--- src/ntq_pkg.sv ---
`timescale 1ns / 1ps
// ----------------------------------------------------------------------------
// ntq_pkg
// Types, codes and constants shared by the note timing quantizer files.
// ----------------------------------------------------------------------------
package ntq_pkg;

    // Action codes of an input transaction.
    localparam logic [1:0] ACT_NOTE_ON = 2'd0;
    localparam logic [1:0] ACT_RELEASE = 2'd1;
    localparam logic [1:0] ACT_CLEAR   = 2'd2;

    // Snap modes.
    localparam logic [1:0] SNAP_NEXT = 2'd1;
    localparam logic [1:0] SNAP_PREV = 2'd2;

    // Register indexes (byte address is eight times the index).
    localparam logic [2:0] REG_TEMPO    = 3'd0;
    localparam logic [2:0] REG_ENABLE   = 3'd1;
    localparam logic [2:0] REG_RES      = 3'd2;
    localparam logic [2:0] REG_STRENGTH = 3'd3;
    localparam logic [2:0] REG_SNAP     = 3'd4;
    localparam logic [2:0] REG_SWING    = 3'd5;

    localparam int PADDR_W = 6;
    localparam int PDATA_W = 64;

    // Arithmetic constants.
    localparam logic [15:0] MS_PER_MINUTE  = 16'd60000;
    localparam logic [15:0] DEFAULT_BEAT   = 16'd500;
    localparam logic [6:0]  PCT_FULL       = 7'd100;
    localparam logic [6:0]  SWING_STRAIGHT = 7'd50;

    // Divider widths: dividend covers the arrival time, divisor the grid.
    localparam int DIV_NW = 32;
    localparam int DIV_DW = 16;

    // Division by one hundred as a multiply by ceil(2^32 / 100) and a shift.
    // Exact for every dividend below 2^30.
    localparam logic [25:0] RECIP_100   = 26'd42949673;
    localparam int          RECIP_SHIFT = 32;

    // Reset values of the registers.
    localparam logic [8:0]  RST_TEMPO    = 9'd120;
    localparam logic [7:0]  RST_ENABLE   = 8'd0;
    localparam logic [23:0] RST_RES      = 24'd7190235;
    localparam logic [55:0] RST_STRENGTH = 56'd56738263021990500;
    localparam logic [15:0] RST_SNAP     = 16'd0;
    localparam logic [55:0] RST_SWING    = 56'd28369131510995250;

    typedef struct packed {
        logic [8:0]  tempo_bpm;
        logic [7:0]  track_enable_mask;
        logic [23:0] resolution_table;
        logic [55:0] strength_table;
        logic [15:0] snap_mode_table;
        logic [55:0] swing_table;
    } t_cfg;

    typedef struct packed {
        logic [1:0]  action;
        logic [2:0]  track;
        logic [6:0]  note_number;
        logic [6:0]  note_velocity;
        logic [3:0]  midi_channel;
        logic [31:0] time_value;
    } t_in_item;

    typedef struct packed {
        logic        accepted;
        logic        note_valid;
        logic [6:0]  out_note;
        logic [6:0]  out_velocity;
        logic [3:0]  out_channel;
        logic [31:0] out_original_time;
        logic [31:0] out_quantized_time;
        logic        last;
    } t_out_item;

    // One stored note.
    typedef struct packed {
        logic [6:0]  note;
        logic [6:0]  velocity;
        logic [3:0]  channel;
        logic [31:0] orig_time;
        logic [31:0] quant_time;
    } t_slot_rec;

    // Grid divisor for a resolution code.
    function automatic logic [4:0] grid_divisor(input logic [2:0] code);
        logic [4:0] d;
        begin
            case (code)
                3'd0:    d = 5'd1;
                3'd1:    d = 5'd2;
                3'd2:    d = 5'd3;
                3'd3:    d = 5'd4;
                3'd4:    d = 5'd6;
                3'd5:    d = 5'd8;
                3'd6:    d = 5'd12;
                default: d = 5'd16;
            endcase
            return d;
        end
    endfunction

    // Percent field clamped to one hundred.
    function automatic logic [6:0] clamp_pct(input logic [6:0] v);
        begin
            return (v > PCT_FULL) ? PCT_FULL : v;
        end
    endfunction

endpackage

--- src/ntq_div.sv ---
`timescale 1ns / 1ps
// ----------------------------------------------------------------------------
// ntq_div
// Restoring unsigned divider, one quotient bit per cycle.
// ----------------------------------------------------------------------------
module ntq_div import ntq_pkg::*; (
    input  logic              i_clk,
    input  logic              i_rst_n,
    input  logic              i_start,
    input  logic [DIV_NW-1:0] i_dividend,
    input  logic [DIV_DW-1:0] i_divisor,
    output logic              o_done,
    output logic [DIV_NW-1:0] o_quot,
    output logic [DIV_DW-1:0] o_rem
);

    localparam int CW = $clog2(DIV_NW + 1);

    logic [DIV_NW-1:0] r_quo;
    logic [DIV_DW-1:0] r_rem;
    logic [DIV_DW-1:0] r_dvs;
    logic [CW-1:0]     r_cnt;
    logic              r_done;
    logic [DIV_DW:0]   trial;
    logic [DIV_DW:0]   diff;
    logic              bit_q;

    // One restoring step.
    assign trial = {r_rem, r_quo[DIV_NW-1]};
    assign diff  = trial - {1'b0, r_dvs};
    assign bit_q = (trial >= {1'b0, r_dvs});

    always_ff @(posedge i_clk) begin
        if (!i_rst_n) begin
            r_cnt  <= '0;
            r_done <= 1'b0;
        end else begin
            r_done <= 1'b0;
            if (i_start) begin
                r_cnt <= CW'(DIV_NW);
            end else if (r_cnt != '0) begin
                r_cnt <= r_cnt - 1'b1;
                if (r_cnt == CW'(1)) begin
                    r_done <= 1'b1;
                end
            end
        end
    end

    // Datapath.
    always_ff @(posedge i_clk) begin
        if (i_start) begin
            r_quo <= i_dividend;
            r_rem <= '0;
            r_dvs <= i_divisor;
        end else if (r_cnt != '0) begin
            r_quo <= {r_quo[DIV_NW-2:0], bit_q};
            r_rem <= bit_q ? diff[DIV_DW-1:0] : trial[DIV_DW-1:0];
        end
    end

    assign o_done = r_done;
    assign o_quot = r_quo;
    assign o_rem  = r_rem;

endmodule

--- config.mk ---
export PLATFORM = sky130hd
export DESIGN_NAME = ntq_div
export DESIGN_NICKNAME = d
export VERILOG_FILES = /design/src/ntq_pkg.sv /design/src/ntq_div.sv
export SDC_FILE = /design/constraint.sdc
export NUM_CORES = 1
export LEC_CHECK = 0
export BUFFER_PORTS_ARGS = -buffer_cell sky130_fd_sc_hd__buf_2
export CORE_MARGIN = 5
export CORE_UTILIZATION = 57
export DETAILED_ROUTE_END_ITERATION = 10
export PLACE_DENSITY = 0.92
export RECOVER_POWER = 25
export SLEW_MARGIN = 40
export SYNTH_ARGS = -nofsm -noshare
export SYNTH_HDL_FRONTEND = slang
export SYNTH_SLANG_ARGS = --single-unit
export TNS_END_PERCENT = 20
--- constraint.sdc ---
create_clock -name i_clk -period 5.45 [get_ports i_clk]
set_clock_uncertainty 0.1 [all_clocks]
set_input_delay 1.09 -clock i_clk [delete_from_list [all_inputs] [get_ports i_clk]]
set_output_delay 1.09 -clock i_clk [all_outputs]
set_load 0.01 [all_outputs]
After elaboration in Yosys (flattened, before gate mapping)
Cells that the tools add are included.

operators by class
  $add $sub $neg = 2
  $mul = 0
  divide/modulo/power cells = 0
  $lt $le $gt $ge = 1
  equality and inequality tests = 1
  shift-type cells = 0
  mux-type cells = 6
  bitwise gates (word level) = 2
  reduce and logical (&&, ||, !) cells = 4

operators with widths
  cell                                              count
  2-to-1 mux 32 bit                                 2
  >= comparator 17 x 16 -> 1 bit                    1
  2-to-1 mux 16 bit                                 1
  subtractor 16 bit                                 1
  2-to-1 mux 6 bit                                  2
  == test 6 x 1 -> 1 bit, second input constant     1
  nonzero test 6 bit                                1
  subtractor 6 x 1 -> 6 bit, second input constant  1
  OR reduction 3 bit                                1
  NOT 1 bit                                         2
  nonzero test 2 bit                                1
  OR reduction 2 bit                                1
  2-to-1 mux 1 bit                                  1

word-level totals
  register bits after elaboration = 71
  latch bits = 0
  bits in writable memories = 0
  bits in read-only memories = 0
  output and inout port bits = 49
  logic and storage cells = 22
  memories kept = 0

Longest topological paths before layout
  depth in word-level cells = 3
  gate-level depth with buffers = 10

Worst setup path after synthesis
Ideal clock, no wire load.

  kind = input-to-reg
  start point = input i_start
  end point = register r_quo[0] (netlist: o_quot[0]) (enable)
  arrival = 2204 ps
  required time = 4963 ps
  path slack = 2759 ps
  cell stages on the path = 4
  path buffers = 2
  path through = clkbuf_1 nor2_1 clkbuf_1 inv_1

between the ends
  word-level cells in the longest chain between the ends = 1

ends and longest elaborated chain
  item                          line           source
  from (decl)                   ntq_div.sv:9   input logic i_start,
  nonzero test 2 bit (no line)  --
  to (signal assigned)          ntq_div.sv:53  r_quo <= i_dividend;
  to (signal assigned)          ntq_div.sv:57  r_quo <= {r_quo[DIV_NW-2:0], bit_q};
  to (decl)                     ntq_div.sv:19  logic [DIV_NW-1:0] r_quo;

Every way passes these cells.
A chain may end at the register's enable or synchronous reset.

Final worst setup path
  start point = register r_rem[7] (netlist: o_rem[7])
  end point = register r_quo[0] (netlist: o_quot[0]) (data pin)

between the ends
  word-level cells in the longest chain between the ends = 3

ends and longest elaborated chain
  item                            line           source
  from (decl)                     ntq_div.sv:20  logic [DIV_DW-1:0] r_rem;
  from (signal assigned)          ntq_div.sv:58  r_rem <= bit_q ? diff[DIV_DW-1:0] : trial[DIV_DW-1:0];
  >= comparator 17 x 16 -> 1 bit  ntq_div.sv:31  assign bit_q = (trial >= {1'b0, r_dvs});
  2-to-1 mux 32 bit               ntq_div.sv:56  end else if (r_cnt != '0) begin
  2-to-1 mux 32 bit               ntq_div.sv:52  if (i_start) begin

Every way passes these cells. The select of a mux whose other input is x is not followed.

==> impl_metrics.yaml <==
timing:
  period_needed_ns: 3.26
  final-hold-violation-count: 0
  setup_viol: 0
  fmax_mhz: 307
  slew_headroom_pct: 47.3
  worst_pin_slew_ns: 0.787
  hold-worst-slack_ns: 0.417
  min_period_over_period_pct: 59.8
  drv_slew: 0
  rsz0062_at_grt: "false"
  tns_ns: 0
floorplan:
  ios: 100
  die_x_um: 92.6
  die-area_mm2: 0.00858
  coreArea_mm2: 0.00672
  dieHeight_um: 92.6
  start_util_pct: 57.9
  std_cell_rows: 30
synth:
  synth-seq-cells: 71
  postSynthCellCount: 345
  yosys.cell_types.count: 60
  synth-seq-area-share_pct: 48.9
  synth-edff-count: 48
  synth_area_leaders: "edfxtp_1 (37%), dfxtp_1 (12%), mux2_2 (9.5%)"
  avgSynthCellArea_um2: 11.3
  synth_fp_nets: 415
  yosysWarnings: 0
  netlist_area_mm2: 0.00389
  synth_top_area_cell: "edfxtp_1"
  synth_top_area_share_pct: 37.0
  synthFlopType: "edfxtp_1"
  async_reset_ff_share_pct: 0
clock_network:
  post-cts-setup-buffers: 0
  cts_tree: "done"
  clockBufferDepth: 2
  cts_buffers: 9
  clock_latency_ns: 0.35
  cts.clk_slew.worst_paths_ns: 0.08
  hold_buffers: 0
  cts.sinks: 71
  cts_resized: 0
  cts_root_buf: "clkbuf_8"
  htree_levels: 3
power:
  comb_power_share_pct: 42.8
  pwr-share-seq_pct: 36.8
  p_int_w: 0.00143
  power_leakage_nw: 2.03
  switching_share_pct: 39.0
  p_total_w: 0.00234
  p_clk_share_pct: 20.4
  power_density_mw_per_mm2: 505
  switchingPower_w: 0.000914
  ir_worst_vdd_uv: 383
drt:
  drt_iter0_drc: 436
  drc_errors: 0
  wl_um: 10200
  ant_nets: 0
  vias: 3263
  dr.pass1.iters: 5
  wl_per_cell_um: 19.4
  avgViaCountPerCell: 6.18
setup_path:
  end_kind: "flop"
  required_ns: 5.45
  cp_max_fo: 11
  path_class: "reg -> reg"
  arrival_ns: 3.26
  critPathLaunchType: "flop"
place:
  place.gp.congestion: 0.937
  dp_hpwl_um: 7280
  io_buffers: 99
  place_area_mm2: 0.00442
flow_run:
  cap_viol_max_count: 0
final_layout:
  fillers: 457
  regArea_mm2: 0.00190
  multiInputGateArea_mm2: 0.00184
  drive_gt1_share_pct: 33.7
  area_delta_synth_final_pct: 19.3
  postLayoutCellArea_mm2: 0.00464
  layout.nets: 513
  antenna_cells: 0
worst_hold_path:
  hold_class: "reg -> reg"
global_route:
  grt_usage_pct: 24.1
  antenna_found_initial: 0
  grt_pass1_vias: 3269
  grt_max_degree: 60
  overflow: 0
  grt_pass1_wl_um: 16300
status:
  outcome: "finished clean"
==> cell families (layout without fill, tap and decap cells) <==
family / count (synthesis) / after routing / synth area share [%]
xor gates and xnor gates: 12 / 12 / 2.70
AOI/OAI and AO/OA: 84 / 84 / 16.3
adders and majority gates: 19 / 19 / 6.30
buffers and inverters: 34 / 137 / 4.15
DFF: 71 / 71 / 48.9
and+or+nand+nor: 89 / 89 / 11.3
muxes: 36 / 36 / 10.3
==> cell usage in the layout, fill, tap and decap left out, types with 3 or more instances in the layout <==
master	count
dfxtp_1	23
nand2_1	22
nand2b_1	6
a211o_1	3
nor2_1	23
mux2_2	33
nor3_1	11
nand3_1	4
o211ai_1	7
o21ai_0	12
or3_1	3
o21a_1	4
o31ai_1	4
inv_1	19
a21oi_1	15
edfxtp_1	48
mux2i_1	3
a311oi_1	3
a21o_1	7
clkbuf_8	11
xor2_1	6
ha_1	18
a31oi_1	3
and2_1	4
buf_2	90
clkbuf_1	9
xnor2_1	6
a221o_1	3
==> cell type report <==
class,instances,share of cell area (%)
Timing Repair Buffer,101,10.8
Tap cell,80,2.16
Multi-Input combinational cell,240,39.5
Inverter,20,1.62
Clock buffer,11,3.26
Clock inverter,5,1.70
Sequential cell,71,41.0
==> registers in the layout, summed over array words and instances, names as in the netlist <==
name    count
o_done      1
o_quot     32
o_rem      16
r_cnt       6
r_dvs      16
==> power by group through the flow <==
stage	logic [W]	registers (W)	clock network (W)
after floorplan	0.000628	0.000894	0
after global placement	0.000929	0.000857	0
after detailed placement	0.000969	0.000861	0
after CTS	0.000984	0.000858	0.000482
after global routing	0.00109	0.000875	0.000505
final	0.00100	0.000862	0.000478
==> metrics by stage <==
step | instances | util (%) | setup WS (ns)
finish | 528 | 69.1 | 2.19
global route | 528 | 69.1 | 2.06
CTS | 528 | 69.1 | 2.40
detailed placement | 512 | 65.7 | 2.45
global placement | 512 | 65.7 | 2.38
floorplan | 345 | - | 2.76
==> critical path, stage by stage, from the launching register on <==
cell and delay [ns]:
dfxtp_1 0.36, ha_1 0.36, a21oi_1 0.24, o21ai_0 0.19, a311oi_1 0.60, a211o_1 0.50, nand2_1 0.31, mux2_2 0.34
==> synthesized netlist by cell type (all sizes together) (3+ instances only) <==
library cell and number:
edfxtp 48, mux2 33, nor2 24, dfxtp 23
nand2 22, inv 20, ha 18, a21oi 16
o21ai 12, nor3 11, clkbuf 8, a21o 7
o211ai 7, buf 6, nand2b 6, xnor2 6
xor2 6, a211oi 4, and2 4, nand3 4
o21a 4, o31ai 4, a211o 3, a221o 3
a311oi 3, a31oi 3, a41oi 3, mux2i 3
or3 3
==> final timing paths <==
kind | to | cells past startpoint | startpoint | slack [ns]
setup / recovery | o_quot[0] | 7 | o_rem[7] | 2.19
hold / removal | o_rem[15] | 2 | o_rem[15] | 0.42
setup reg to reg | o_quot[0] | 7 | o_rem[7] | 2.19
hold reg to reg | o_rem[15] | 2 | o_rem[15] | 0.42
==> routing by layer <==
layer	vias up	routed length (µm)	track usage (%)
li1	1503	-	-
met1	1516	3890	28.8
met2	218	5060	40.8
met3	26	1090	7.55
met4	0	211	8.79
met5	-	0	0
(Power assumes the default switching activity.)
