<file path="src/ntq_pkg.sv">
`timescale 1ns / 1ps
// ----------------------------------------------------------------------------
// ntq_pkg
// Types, codes and constants shared by the note timing quantizer files.
// ----------------------------------------------------------------------------
package ntq_pkg;

    // Action codes of an input transaction.
    localparam logic [1:0] ACT_NOTE_ON = 2'd0;
    localparam logic [1:0] ACT_RELEASE = 2'd1;
    localparam logic [1:0] ACT_CLEAR   = 2'd2;

    // Snap modes.
    localparam logic [1:0] SNAP_NEXT = 2'd1;
    localparam logic [1:0] SNAP_PREV = 2'd2;

    // Register indexes (byte address is eight times the index).
    localparam logic [2:0] REG_TEMPO    = 3'd0;
    localparam logic [2:0] REG_ENABLE   = 3'd1;
    localparam logic [2:0] REG_RES      = 3'd2;
    localparam logic [2:0] REG_STRENGTH = 3'd3;
    localparam logic [2:0] REG_SNAP     = 3'd4;
    localparam logic [2:0] REG_SWING    = 3'd5;

    localparam int PADDR_W = 6;
    localparam int PDATA_W = 64;

    // Arithmetic constants.
    localparam logic [15:0] MS_PER_MINUTE  = 16'd60000;
    localparam logic [15:0] DEFAULT_BEAT   = 16'd500;
    localparam logic [6:0]  PCT_FULL       = 7'd100;
    localparam logic [6:0]  SWING_STRAIGHT = 7'd50;

    // Divider widths: dividend covers the arrival time, divisor the grid.
    localparam int DIV_NW = 32;
    localparam int DIV_DW = 16;

    // Division by one hundred as a multiply by ceil(2^32 / 100) and a shift.
    // Exact for every dividend below 2^30.
    localparam logic [25:0] RECIP_100   = 26'd42949673;
    localparam int          RECIP_SHIFT = 32;

    // Reset values of the registers.
    localparam logic [8:0]  RST_TEMPO    = 9'd120;
    localparam logic [7:0]  RST_ENABLE   = 8'd0;
    localparam logic [23:0] RST_RES      = 24'd7190235;
    localparam logic [55:0] RST_STRENGTH = 56'd56738263021990500;
    localparam logic [15:0] RST_SNAP     = 16'd0;
    localparam logic [55:0] RST_SWING    = 56'd28369131510995250;

    typedef struct packed {
        logic [8:0]  tempo_bpm;
        logic [7:0]  track_enable_mask;
        logic [23:0] resolution_table;
        logic [55:0] strength_table;
        logic [15:0] snap_mode_table;
        logic [55:0] swing_table;
    } t_cfg;

    typedef struct packed {
        logic [1:0]  action;
        logic [2:0]  track;
        logic [6:0]  note_number;
        logic [6:0]  note_velocity;
        logic [3:0]  midi_channel;
        logic [31:0] time_value;
    } t_in_item;

    typedef struct packed {
        logic        accepted;
        logic        note_valid;
        logic [6:0]  out_note;
        logic [6:0]  out_velocity;
        logic [3:0]  out_channel;
        logic [31:0] out_original_time;
        logic [31:0] out_quantized_time;
        logic        last;
    } t_out_item;

    // One stored note.
    typedef struct packed {
        logic [6:0]  note;
        logic [6:0]  velocity;
        logic [3:0]  channel;
        logic [31:0] orig_time;
        logic [31:0] quant_time;
    } t_slot_rec;

    // Grid divisor for a resolution code.
    function automatic logic [4:0] grid_divisor(input logic [2:0] code);
        logic [4:0] d;
        begin
            case (code)
                3'd0:    d = 5'd1;
                3'd1:    d = 5'd2;
                3'd2:    d = 5'd3;
                3'd3:    d = 5'd4;
                3'd4:    d = 5'd6;
                3'd5:    d = 5'd8;
                3'd6:    d = 5'd12;
                default: d = 5'd16;
            endcase
            return d;
        end
    endfunction

    // Percent field clamped to one hundred.
    function automatic logic [6:0] clamp_pct(input logic [6:0] v);
        begin
            return (v > PCT_FULL) ? PCT_FULL : v;
        end
    endfunction

endpackage

</file>
<file path="src/ntq_cfg.sv">
`timescale 1ns / 1ps
// ----------------------------------------------------------------------------
// ntq_cfg
// APB register file holding tempo and the per-track tables.
// ----------------------------------------------------------------------------
module ntq_cfg import ntq_pkg::*; (
    input  logic               i_clk,
    input  logic               i_rst_n,
    input  logic               psel,
    input  logic               penable,
    input  logic               pwrite,
    input  logic [PADDR_W-1:0] paddr,
    input  logic [PDATA_W-1:0] pwdata,
    output logic [PDATA_W-1:0] prdata,
    output logic               pready,
    output t_cfg               o_cfg
);

    t_cfg       r_cfg;
    logic       wr_en;
    logic [2:0] reg_idx;

    assign pready  = 1'b1;
    assign wr_en   = psel && penable && pwrite;
    assign reg_idx = paddr[5:3];
    assign o_cfg   = r_cfg;

    // Register writes.
    always_ff @(posedge i_clk) begin
        if (!i_rst_n) begin
            r_cfg.tempo_bpm         <= RST_TEMPO;
            r_cfg.track_enable_mask <= RST_ENABLE;
            r_cfg.resolution_table  <= RST_RES;
            r_cfg.strength_table    <= RST_STRENGTH;
            r_cfg.snap_mode_table   <= RST_SNAP;
            r_cfg.swing_table       <= RST_SWING;
        end else if (wr_en) begin
            unique case (reg_idx)
                REG_TEMPO:    r_cfg.tempo_bpm         <= pwdata[8:0];
                REG_ENABLE:   r_cfg.track_enable_mask <= pwdata[7:0];
                REG_RES:      r_cfg.resolution_table  <= pwdata[23:0];
                REG_STRENGTH: r_cfg.strength_table    <= pwdata[55:0];
                REG_SNAP:     r_cfg.snap_mode_table   <= pwdata[15:0];
                REG_SWING:    r_cfg.swing_table       <= pwdata[55:0];
                default: ;
            endcase
        end
    end

    // Read data.
    always_comb begin
        prdata = '0;
        unique case (reg_idx)
            REG_TEMPO:    prdata = PDATA_W'(r_cfg.tempo_bpm);
            REG_ENABLE:   prdata = PDATA_W'(r_cfg.track_enable_mask);
            REG_RES:      prdata = PDATA_W'(r_cfg.resolution_table);
            REG_STRENGTH: prdata = PDATA_W'(r_cfg.strength_table);
            REG_SNAP:     prdata = PDATA_W'(r_cfg.snap_mode_table);
            REG_SWING:    prdata = PDATA_W'(r_cfg.swing_table);
            default:      prdata = '0;
        endcase
    end

endmodule

</file>
<file path="config.mk">
export PLATFORM = sky130hd
export DESIGN_NAME = ntq_cfg
export DESIGN_NICKNAME = d
export VERILOG_FILES = /design/src/ntq_pkg.sv /design/src/ntq_cfg.sv
export SDC_FILE = /design/constraint.sdc
export NUM_CORES = 1
export LEC_CHECK = 0
export BUFFER_PORTS_ARGS = -buffer_cell sky130_fd_sc_hd__buf_2
export CAP_MARGIN = 5
export CORE_MARGIN = 2
export CORE_UTILIZATION = 45
export DETAILED_ROUTE_END_ITERATION = 8
export PLACE_DENSITY = 0.81
export SKIP_CTS_REPAIR_TIMING = 1
export SLEW_MARGIN = 20
export SYNTH_ARGS = -nofsm -noshare
export SYNTH_HDL_FRONTEND = slang
export SYNTH_SLANG_ARGS = --single-unit
</file>
<file path="constraint.sdc">
create_clock -name i_clk -period 1.7 [get_ports i_clk]
set_input_delay 0.34 -clock i_clk [delete_from_list [all_inputs] [get_ports i_clk]]
set_output_delay 0.34 -clock i_clk [all_outputs]
set_load 0.02 [all_outputs]
</file>
## Word-level counts from Yosys, hierarchy flattened

Index checks and enable logic that the tools add are counted.

- Register bits: 169
- Output and inout port bits: 234
- Word-level logic and storage cells: 21

- Eq/ne operators: 5
- Multiplexer cells: 1
- Reduce and logical (&&, ||, !) cells: 9

Operators by type and width:

| cell | count |
|---|---|
| 56-bit one-hot mux with 6 select lines | 1 |
| 2-bit AND reduction | 6 |
| 3-bit by 2-bit equality test with 1-bit output, second input constant | 2 |
| 3-bit equality test, second input constant | 2 |
| 3-bit by 1-bit equality test with 1-bit output, second input constant | 1 |
| 3-bit logical NOT | 1 |
| 1-bit logical AND | 2 |

## Logic depth before layout (Yosys ltp)

Gate-level depths: netlist (run 1).

- Depth in word-level cells: 3
- Mapped depth: 6

## Worst setup path after synthesis (run 1)

OpenSTA, ideal clock, no wires.

- Path type: in2out
- Start point: in paddr[5]
- End point: out prdata[0]
- Data arrival time: 1375 ps
- Data required time: 1360 ps
- Setup slack: -15 ps
- Stages: 5
- Path through: buf_4 nand2b_1 buf_2 buf_1 o221ai_1

- Cells in the longest elaborated chain, start to end: 2

RTL lines:

| item | line | source |
|---|---|---|
| start: declaration | ntq_cfg.sv:12 | `input logic [PADDR_W-1:0] paddr,` |
| 3-bit equality test, or another cell as far along | ntq_cfg.sv:53 | `unique case (reg_idx)` |
| 56-bit one-hot mux with 6 select lines * | ntq_cfg.sv:53 |  |
| end: declaration | ntq_cfg.sv:14 | `output logic [PDATA_W-1:0] prdata,` |

Mark *: on every way between the ends. The rest lies on a longest branch, timed or not.

## Worst setup path after layout (run 1)

- Start point: reg r_cfg (netlist bit o_cfg[75])
- End point: out prdata[3]

- Cells in the longest elaborated chain, start to end: 1

RTL lines:

| item | line | source |
|---|---|---|
| start: declaration | ntq_cfg.sv:19 | `t_cfg r_cfg;` |
| 56-bit one-hot mux with 6 select lines | ntq_cfg.sv:53 |  |

No other way between the ends.

==> key figures, run 1 <==
Worst setup path
  • Worst Setup EP: prdata[3]
  • Critical Path Sink Type: primary output
  • Worst Path Required: around 1.4 ns
  • Register-to-Register Path Depth: 2
  • Worst reg2reg startpoint: o_cfg[19]$_SDFFE_PN1P_
  • Worst setup path startpoint: o_cfg[75]$_SDFFE_PN0P_
  • CP startpoint kind: register
  • WP data arrival: about 1.5 ns
  • Flop-to-flop setup slack: 0.95 ns
  • RR Endpoint: o_cfg[19]$_SDFFE_PN1P_
  • Worst Path Max Fanout: 3
  • CP Class: register to primary output

Route
  • DRT Wirelength: roughly 26000 um
  • Antenna Violating Nets Remaining: 0
  • DR WL/cell: approximately 19 um
  • DR vias: 7690
  • Vias/cell: 5.61
  • First-pass DRT Iterations: 5
  • DR iter-0 viols: 482
  • DRC viols: 0

Timing
  • F_max: between 500 and 600 MHz
  • Crit share post-route: 106%
  • Hold slack: approximately 0.16 ns
  • Final WS setup: -0.0965 ns
  • Setup TNS: -0.546 ns
  • Final Hold Vio Count: 0
  • Unrepaired setup endpoints after global routing: true
  • Fin Clk Skew: 0 ns
  • Pins Over Slew Limit: 0
  • Minimum clock period: between 1.5 and 2 ns
  • Setup violations, final: 24

Global routing
  • First-pass GRT wire length: about 36000 um
  • Largest net degree at the start of global routing: 55
  • Total GRT Usage: 24.8%
  • Vias in the first global route: between 6000 and 7000
  • Met1 usage in global routing: a little under a third
  • Most used routing layer: met2
  • GR Overflow Total: 0
  • Met3 global-route usage: around 5.2%
  • Met2 usage: a little over two fifths
  • Initial antenna violation count: 2

Cells and area
  • Commonest non-fill, non-tap cells in the layout: buf_2, nand2_1, dfxtp_1
  • P&R area growth vs syn: 43.7%
  • Most common cell after layout, fill and taps aside: buf_2
  • Max FFs per register: approximately 170
  • Final Net Count: 1213
  • Layout cells sized above 1: approximately two fifths
  • Fill cell count: 1252
  • Final non-filler cell total: around 1400

Placement
  • Placer Congestion: 0.828
  • IO buf count: between 200 and 300
  • Placed cells: between 1000 and 1500
  • Dpl hpwl: around 16000 um

Job
  • Max cap viols: 0

Clock tree
  • H-tree levels: 4
  • Clk buf depth: 2
  • Clock Latency Late Sink: ~0.42 ns
  • Reg clk slew, reported paths: approximately 0.070 ns
  • CTS sink count: roughly 170
  • CTS tree: yes
  • Root Buffer: clkbuf_16
  • Num CTS Buffers: 17

Power
  • Power share of the combinational group: 12.8%
  • Pwr dens: between 800 and 900 nW/um^2
  • Seq pwr share: a little under half
  • Final Power: 8.85 mW
  • Pint: 6.50 mW
  • Leakage: between 5 and 6 nW
  • Switching power: 2.35 mW
  • Max IR drop VDD: 0.666 mV
  • Clock share of power: a little over two fifths
  • Sw frac: around a quarter

Floorplan
  • Rows: 47
  • Die area: approximately 18000 um^2
  • Die width: around 130 um
  • Initial core utilization: 46.2%
  • Die Y: around 130 um
  • Core Region: 16600 um^2
  • IO Pins: between 300 and 400

Min path
  • Hold path depth: 3
  • Hold crit path type: input port to register

Status
  • Status: complete, but fails checks
  • Failing checks: negative setup slack

Synth
  • Seq/Total Area, Yosys: ~44%
  • Synth warn: 0
  • Flops & latches, synth: between 150 and 200
  • Mapped Area: between 7000 and 8000 um^2
  • Syn Area/Cell: 9.29 um^2
  • Synth Instances: around 820
  • Number of distinct library cells after synthesis: 31
==> power by group through the flow <==
stage | clock network, mW | logic (mW) | registers (mW)
2_1_floorplan | 0 | 0.518 | 4.16
3_3_place_gp | 0 | 0.901 | 4.12
3_5_place_dp | 0 | 0.914 | 4.12
4_1_cts | 3.70 | 0.918 | 4.03
5_1_grt | 3.87 | 1.20 | 4.03
6_report | 3.69 | 1.13 | 4.03
==> stage by stage <==
step                      area (um^2)  setup WS (ns)  utilization (%)
after detailed placement         9590         -0.215             57.8
after global routing            11000         -0.117             66.3
final                           11000        -0.0965             66.3
after floorplan                  7680        -0.0149                -
after global placement           9590         -0.194             57.8
after CTS                       10100         -0.208             61.2
==> cell usage after synthesis <==
library cell	instances	area [um^2]
buf_6	6	67.6
nand4b_4	1	23.8
a22oi_1	8	60.1
inv_1	47	176
nor2b_1	10	62.6
clkbuf_1	42	158
o2bb2ai_1	8	70.1
nor3_4	1	16.3
or3_1	4	25.0
o221ai_1	4	35.0
or2_1	2	12.5
o211ai_1	48	360
o21ai_1	3	15.0
o21a_1	2	15.0
mux2i_1	141	1410
nor2_1	4	15.0
buf_4	17	128
dfxtp_1	169	3380
buf_2	16	80.1
nand2b_1	2	12.5
nand4_4	1	21.3
nand2_1	151	567
mux2_2	8	90.1
nor2_4	3	33.8
nand3_1	1	5.00
o311ai_0	15	131
buf_1	2	7.51
o22ai_1	12	75.1
conb_1	2	7.51
o21ai_0	62	310
a22o_1	32	280
==> area by class of cell <==
type	count	area, um^2	area share [%]
antenna	1	2.50	0.0228
clock buffer	17	425	3.87
clock inverter	14	123	1.11
inverter	47	176	1.60
multi-input combinational	532	3880	35.3
sequential	169	3410	31.0
tap	220	275	2.50
timing repair buffer	371	2700	24.6
==> per-layer routing <==
layer  part of all wire [%]  up-vias
li1                       -     3517
met1                     41     3727
met2                     49      386
met3                    6.8       60
met4                    2.6        0
met5                      0        -
==> worst min-delay path by stage <==
stage / end / from
2_1_floorplan: o_cfg[101]$_SDFFE_PN0P_ / pwdata[29]
3_3_place_gp: o_cfg[153]$_SDFFE_PN0P_ / o_cfg[153]$_SDFFE_PN0P_
3_5_place_dp: o_cfg[155]$_SDFFE_PN0P_ / o_cfg[155]$_SDFFE_PN0P_
4_1_cts: o_cfg[111]$_SDFFE_PN0P_ / pwdata[39]
5_1_grt: o_cfg[111]$_SDFFE_PN0P_ / pwdata[39]
6_report: o_cfg[68]$_SDFFE_PN0P_ / pwdata[12]
==> kinds of logic (layout without fill, tap and decap cells) <==
group           Yosys count  in the layout  synth area share [%]
compound gates          194            194                  17.7
buf+inv                 130            449                  8.06
flops                   169            169                  44.2
mux                     149            149                  19.6
other cells               2             10                0.0981
simple gates            180            180                  10.4
==> critical path: stages (launching register included) <==
cell     delay (ns)
dfxtp_2        0.33
mux2_2         0.29
a22oi_2        0.12
o22ai_1        0.11
buf_4          0.18
Note: power is estimated with default switching activity, not from simulation.
==> run 2: changes to the inputs <==
clock period = 2 ns   (was 1.7 ns; I/O delays follow)
==> run 2 against run 1 <==
Against the previous run:
- the flow now finishes without violations
- first-iteration DRC count down 19%
- clock-buffer cell count is 6 higher
- die area unchanged
- register-to-register slack better by 0.29 ns
- via count is 5.4% lower
- non-clock buffer count is 29 lower
- clock power fell by 8.7%
- highest routed layer unchanged
==> key figures, run 2 (same netlist as run 1, synthesis figures left out) <==
Clock tree
  • Clock Latency Late Sink: 0.41 ns (about the same)
  • Root Buffer: clkbuf_16
  • H-tree levels: 4 (unchanged)
  • Reg clk slew, reported paths: 0.06 ns (about the same)
  • CTS sink count: 169 (unchanged)
  • CTS tree: yes
  • Num CTS Buffers: 17 (unchanged)
  • Clk buf depth: 2 (unchanged)

Floorplan
  • Rows: 47 (unchanged)
  • Die width: 134 um (unchanged)
  • Initial core utilization: 46.2% (unchanged)
  • Core Region: 16600 um^2 (unchanged)
  • Die Y: 134 um (unchanged)
  • IO Pins: 309 (unchanged)
  • Die area: 18100 um^2 (unchanged)

Route
  • DR vias: 7272 (-5.4%)
  • Vias/cell: 5.41 (-3.5%)
  • DR WL/cell: 17.1 um (-9.8%)
  • Antenna Violating Nets Remaining: 0 (unchanged)
  • DRT Wirelength: 22900 um (-12%)
  • DRC viols: 0 (unchanged)
  • First-pass DRT Iterations: 7 (+2)
  • DR iter-0 viols: 391 (-19%)

Worst setup path
  • Critical Path Sink Type: primary output
  • Crit path max-delay cell type: nor2_1
  • Critical path's top delay family: buffers and inverters
  • CP most frequent cell: buf_2
  • CP startpoint kind: input port
  • CP Class: input port to primary output
  • RR Endpoint: o_cfg[128]$_SDFFE_PN1P_
  • CP max stage delay: 0.31 ns (-0.02 ns)
  • Worst reg2reg startpoint: o_cfg[128]$_SDFFE_PN1P_
  • Worst Path Required: 1.60 ns (+0.24 ns)
  • Worst-path cell chain: buf_2 > buf_12 > nor2_1 > a22oi_1 > o22ai_1 > buf_2
  • Flop-to-flop setup slack: 1.24 ns (+0.29 ns)
  • WP buf/inv: 3 (+2)
  • Worst Path Max Fanout: 15 (+12)
  • Register-to-Register Path Depth: 2 (unchanged)
  • WP data arrival: 1.53 ns (+0.07 ns)

Power
  • Pwr dens: 743 nW/um^2 (-7.7%)
  • Max IR drop VDD: 0.567 mV (-15%)
  • Leakage: 4.78 nW (-4.9%)

Min path
  • Hold path depth: 3 (unchanged)
  • Hold path endpoint: o_cfg[97]$_SDFFE_PN0P_
  • Hold crit path type: input port to register
  • Min-delay src: pwdata[25]

Timing
  • Minimum clock period: 1.93 ns
  • Unrepaired setup endpoints after global routing: false
  • F_max: about 520 MHz
  • Pins Over Slew Limit: 0 (unchanged)
  • Crit share post-route: 96.7%
  • Setup violations, final: 0 (-100%)
  • Fin Clk Skew: 0 ns (unchanged)
  • Setup TNS: 0 ns (+0.546 ns)
  • Final Hold Vio Count: 0 (unchanged)

Cells and area
  • P&R area growth vs syn: 33.3%
  • Layout cells sized above 1: 35.1% (-5.9 points)
  • Commonest non-fill, non-tap cells in the layout: buf_2, dfxtp_1, nand2_1
  • Most common cell after layout, fill and taps aside: buf_2
  • Utilization after layout: 61.5% (-4.8 points)
  • Final Net Count: 1184 (-2.4%)
  • Max FFs per register: 169 (unchanged)
  • Fill cell count: 1396 (+12%)

Global routing
  • Largest net degree at the start of global routing: 57 (+3.6%)
  • Total GRT Usage: 24.8% (+0.060 points)
  • Initial antenna violation count: 1 (-1)
  • GR Overflow Total: 0 (unchanged)
  • Vias in the first global route: 6963 (+0.19%)
  • First-pass GRT wire length: 35800 um (+0.43%)

Placement
  • Placer Congestion: 0.818 (-1.2%)
  • Dpl hpwl: 16300 um (-0.28%)
  • IO buf count: 288 (unchanged)

Job
  • Max cap viols: 0 (unchanged)

Status
  • Status: finished clean
[run 2: cell count changes in the layout (fill, tap and decap cells not counted), sizes merged]
cell / before / now
buf: 365 / 342
bufinv: 1 / 2
clkinvlp: 5 / 2
inv: 51 / 48
[run 2: where the power goes]
group          internal, mW  leakage (nW)  total [mW]  switching [mW]
clock                  2.04         0.302        3.37            1.33
sequential             3.40          1.37        3.43          0.0272
combinational         0.296          3.11       0.782           0.486
total                  5.74          4.78        7.58            1.84
[run 2: per-stage QoR]
step / power (mW) / cell area (um^2) / setup WS, ns / instances / hold slack [ns]
floorplan: 3.97 / 7680 / 0.165 / 831 / 0.542
global placement: 4.26 / 9580 / 0.0391 / 1310 / 0.458
detailed placement: 4.27 / 9580 / 0.0177 / 1310 / 0.465
CTS: 7.62 / 10200 / 0.00411 / 1342 / 0.217
global route: 7.82 / 10200 / 0.0157 / 1343 / 0.229
finish: 7.58 / 10200 / 0.0654 / 1343 / 0.234
[run 2: worst max path at each step]
| stage | slack, ns | startpoint | end | cells after the start |
|---|---|---|---|---|
| after floorplan | 0.17 | paddr[5] | prdata[0] | 5 |
| after global placement | 0.04 | paddr[4] | prdata[7] | 6 |
| after detailed placement | 0.02 | paddr[4] | prdata[8] | 7 |
| after CTS | 0.004 | paddr[4] | prdata[8] | 7 |
| after global routing | 0.02 | paddr[4] | prdata[8] | 7 |
| final | 0.07 | paddr[3] | prdata[3] | 6 |
[run 2: routing by layer]
layer,part of all wire (%),vias to the layer above,track usage [%]
li1,-,3455,-
met1,43,3492,31.3
met5,0,-,0
met4,2.4,0,10.1
met3,5.9,41,4.46
met2,49,284,42.0
[run 2: cell type report]
cell class,instances,area (um^2),share of cell area (%)
antenna,1,2.50,0.0245
clock buffer,23,508,4.98
clock inverter,9,111,1.09
inverter,47,176,1.73
multi-input combinational,532,3700,36.3
sequential,169,3380,33.2
tap,220,275,2.70
timing repair buffer,342,2050,20.1
[run 2: tightest hold or removal path, cell delays in order]
cell and delay [ns]:
buf_2 0.10, nand2_1 0.05, mux2i_1 0.06
==> run 3: changes to the inputs <==
ABC_AREA = 1   (was unset)
==> run 3 against run 2 <==
Against the previous run:
- clock skew unchanged
- global-route usage increased by 2.5 points
- wire length increased by 13%
- core utilization decreased by 1.8 points
- sequential share of layout area decreased by 0.17 points
- final cell count increased by 30%
- first-iteration DRC count increased by 74%
- sequential power about the same
- critical endpoint is now prdata[2]
- largest cell class unchanged
==> key figures, run 3 <==
Timing
  • Pins Over Slew Limit: 0 (unchanged)
  • F_max: 516 MHz (about the same)
  • Setup violations, final: 0 (unchanged)
  • Setup TNS: 0 ns (unchanged)
  • Hold slack: 0.191 ns (-0.0431 ns)
  • Final Hold Vio Count: 0 (unchanged)
  • Fin Clk Skew: 0 ns (unchanged)
  • Crit share post-route: 96.8% (about the same)
  • Minimum clock period: 1.94 ns (+0.00156 ns)
  • Unrepaired setup endpoints after global routing: false

Floorplan
  • Die area: 18600 um^2 (+2.8%)
  • Initial core utilization: 45.8% (-0.33 points)
  • Die Y: 136 um (+1.4%)
  • Die width: 136 um (+1.4%)
  • IO Pins: 309 (unchanged)
  • Rows: 48 (+2.1%)
  • Core Region: 17200 um^2 (+3.6%)

Power
  • Pint: 5.60 mW (-2.4%)
  • Sw frac: 26.6% (+2.4 points)
  • Pwr dens: 745 nW/um^2 (+0.27%)
  • Max IR drop VDD: 0.597 mV (+5.2%)
  • Seq pwr share: 45.1% (about the same)
  • Power share of the combinational group: 10.8% (+0.5 points)
  • Leakage: 5.39 nW (+13%)
  • Clock share of power: 44.0% (-0.5 points)
  • Switching power: 2.03 mW (+11%)

Placement
  • Area after DPL: 9630 um^2 (+0.59%)
  • IO buf count: 288 (unchanged)
  • Dpl hpwl: 18600 um (+14%)
  • Placer Congestion: 0.946 (+16%)
  • Placed cells: 1715 (+31%)

Worst setup path
  • CP Class: input port to primary output
  • Critical Path Sink Type: primary output
  • Crit path max-delay cell type: clkbuf_4
  • WP data arrival: 1.54 ns (about the same)
  • Critical path's top delay family: buffers and inverters
  • Worst Path Required: 1.60 ns (about the same)
  • CP most frequent cell: nand2_1
  • Worst Path Max Fanout: 13 (-2)
  • WP buf/inv: 5 (+2)
  • CP max stage delay: 0.21 ns (-0.10 ns)
  • CP startpoint kind: input port
  • Worst-path cell chain: clkbuf_4 > inv_2 > nand2_1 > nor2_2 > buf_4 > nand2_1 > nand2_1 > inv_1 > nand2_1 > buf_2

Route
  • DR iter-0 viols: 682 (+74%)
  • DRC viols: 0 (unchanged)
  • Antenna Violating Nets Remaining: 0 (unchanged)
  • Vias/cell: 5.01 (-7.5%)
  • DRT Wirelength: 25900 um (+13%)
  • DR vias: 8754 (+20%)
  • First-pass DRT Iterations: 5 (-2)
  • DR WL/cell: 14.8 um (-13%)

Global routing
  • Initial antenna violation count: 0 (-1)
  • First-pass GRT wire length: 39600 um (+11%)
  • GR Overflow Total: 0 (unchanged)
  • Largest net degree at the start of global routing: 69 (+21%)
  • Total GRT Usage: 27.3% (+2.5 points)
  • Vias in the first global route: 7617 (+9.4%)

Synth
  • Synth warn: 0 (unchanged)
  • Number of distinct library cells after synthesis: 21 (-32%)
  • Yosys top cell by area: dfxtp_1
  • Mapped Area: 7870 um^2 (+2.8%)
  • Most used flip-flop cell after synthesis: dfxtp_1
  • Cell with the most instances after synthesis: nand2_1
  • Synth Instances: 1234 (+50%)
  • Post-synth EDFFs: 0 (unchanged)
  • Commonest cells in the netlist: nand2_1, nor2_1, dfxtp_1
  • Flops & latches, synth: 169 (unchanged)
  • Top cell type's share of synthesized area: 43.0% (-1.2 points)
  • Seq/Total Area, Yosys: 43.0% (-1.2 points)
  • Async set-reset flop share out of synthesis: 0% (unchanged)
  • Synth area leaders: dfxtp_1, nand2_1, nor2_1
  • Syn Area/Cell: 6.38 um^2 (-31%)

Clock tree
  • H-tree levels: 4 (unchanged)
  • Clk buf depth: 2 (unchanged)
  • Root Buffer: clkbuf_16
  • CTS tree: yes
  • Clock Latency Late Sink: 0.43 ns (+0.02 ns)
  • Reg clk slew, reported paths: 0.07 ns (about the same)
  • Num CTS Buffers: 17 (unchanged)
  • CTS sink count: 169 (unchanged)

Status
  • Status: finished clean

Cells and area
  • Utilization after layout: 59.7% (-1.8 points)
  • P&R area growth vs syn: 30.2%
  • Final Net Count: 1585 (+34%)
  • Most common cell after layout, fill and taps aside: nand2_1
  • Max FFs per register: 169 (unchanged)
  • Final non-filler cell total: 1748 (+30%)
  • Fill cell count: 1632 (+17%)
  • Layout cells sized above 1: 25.5% (-9.6 points)
  • Final instance area: 10300 um^2 (+0.50%)
  • Antenna diodes: 0 (-1)
  • Commonest non-fill, non-tap cells in the layout: nand2_1, buf_2, nor2_1

Min path
  • Hold crit path type: input port to register

Job
  • Max cap viols: 0 (unchanged)
run 3: cells by family after synthesis:
kind of cell	count (synthesis)	share of synthesized area (%)
DFF	169	43.0
buffers and inverters	167	9.85
and+or+nand+nor	863	45.0
other	2	0.0954
AOI/OAI and AO/OA	33	2.10
run 3: tightest hold or removal path, cell delays in order:
cell     delay (ns)
buf_2          0.08
nand2_1        0.04
nand3_1        0.06
run 3: per-stage QoR:
| step | power [mW] | worst slack (ns) |
|---|---|---|
| after global placement | 4.32 | -0.0265 |
| after floorplan | 4.03 | 0.225 |
| final | 7.64 | 0.0638 |
| after CTS | 7.65 | -0.0483 |
| after global routing | 7.89 | 0.00259 |
| after detailed placement | 4.34 | -0.0447 |
run 3: final timing paths:
path / startpoint / to / slack (ns) / cells after the start
worst max-delay path: paddr[3] / prdata[2] / 0.06 / 10
worst min-delay path: pwdata[48] / o_cfg[120]$_SDFFE_PN1P_ / 0.19 / 3
worst max register to register: o_cfg[140]$_SDFFE_PN1P_ / o_cfg[140]$_SDFFE_PN1P_ / 1.33 / 2
worst min register to register: o_cfg[78]$_SDFFE_PN1P_ / o_cfg[78]$_SDFFE_PN1P_ / 0.48 / 2
run 3: power by group through the flow:
stage                     registers (mW)  logic (mW)  clock network [mW]
after floorplan                     3.57       0.457                   0
after global placement              3.52       0.804                   0
after detailed placement            3.52       0.816                   0
after CTS                           3.45       0.820                3.39
after global routing                3.45       0.900                3.54
final                               3.45       0.828                3.36
run 3: layer usage:
layer	GRT usage, %	up-vias	wire length, um
li1	-	4326	-
met1	34.5	4000	10800
met2	46.0	379	12500
met3	5.37	49	1950
met4	10.1	0	663
met5	0	-	0
run 3: area by class of cell:
type                            count  area (um^2)  share of cell area (%)
Clock buffer                       20          457                    4.45
Clock inverter                     12          140                    1.37
Inverter                           81          309                    3.01
Multi-Input combinational cell    905         3750                    36.5
Sequential cell                   169         3380                    33.0
Tap cell                          225          282                    2.75
Timing Repair Buffer              336         1940                    18.9
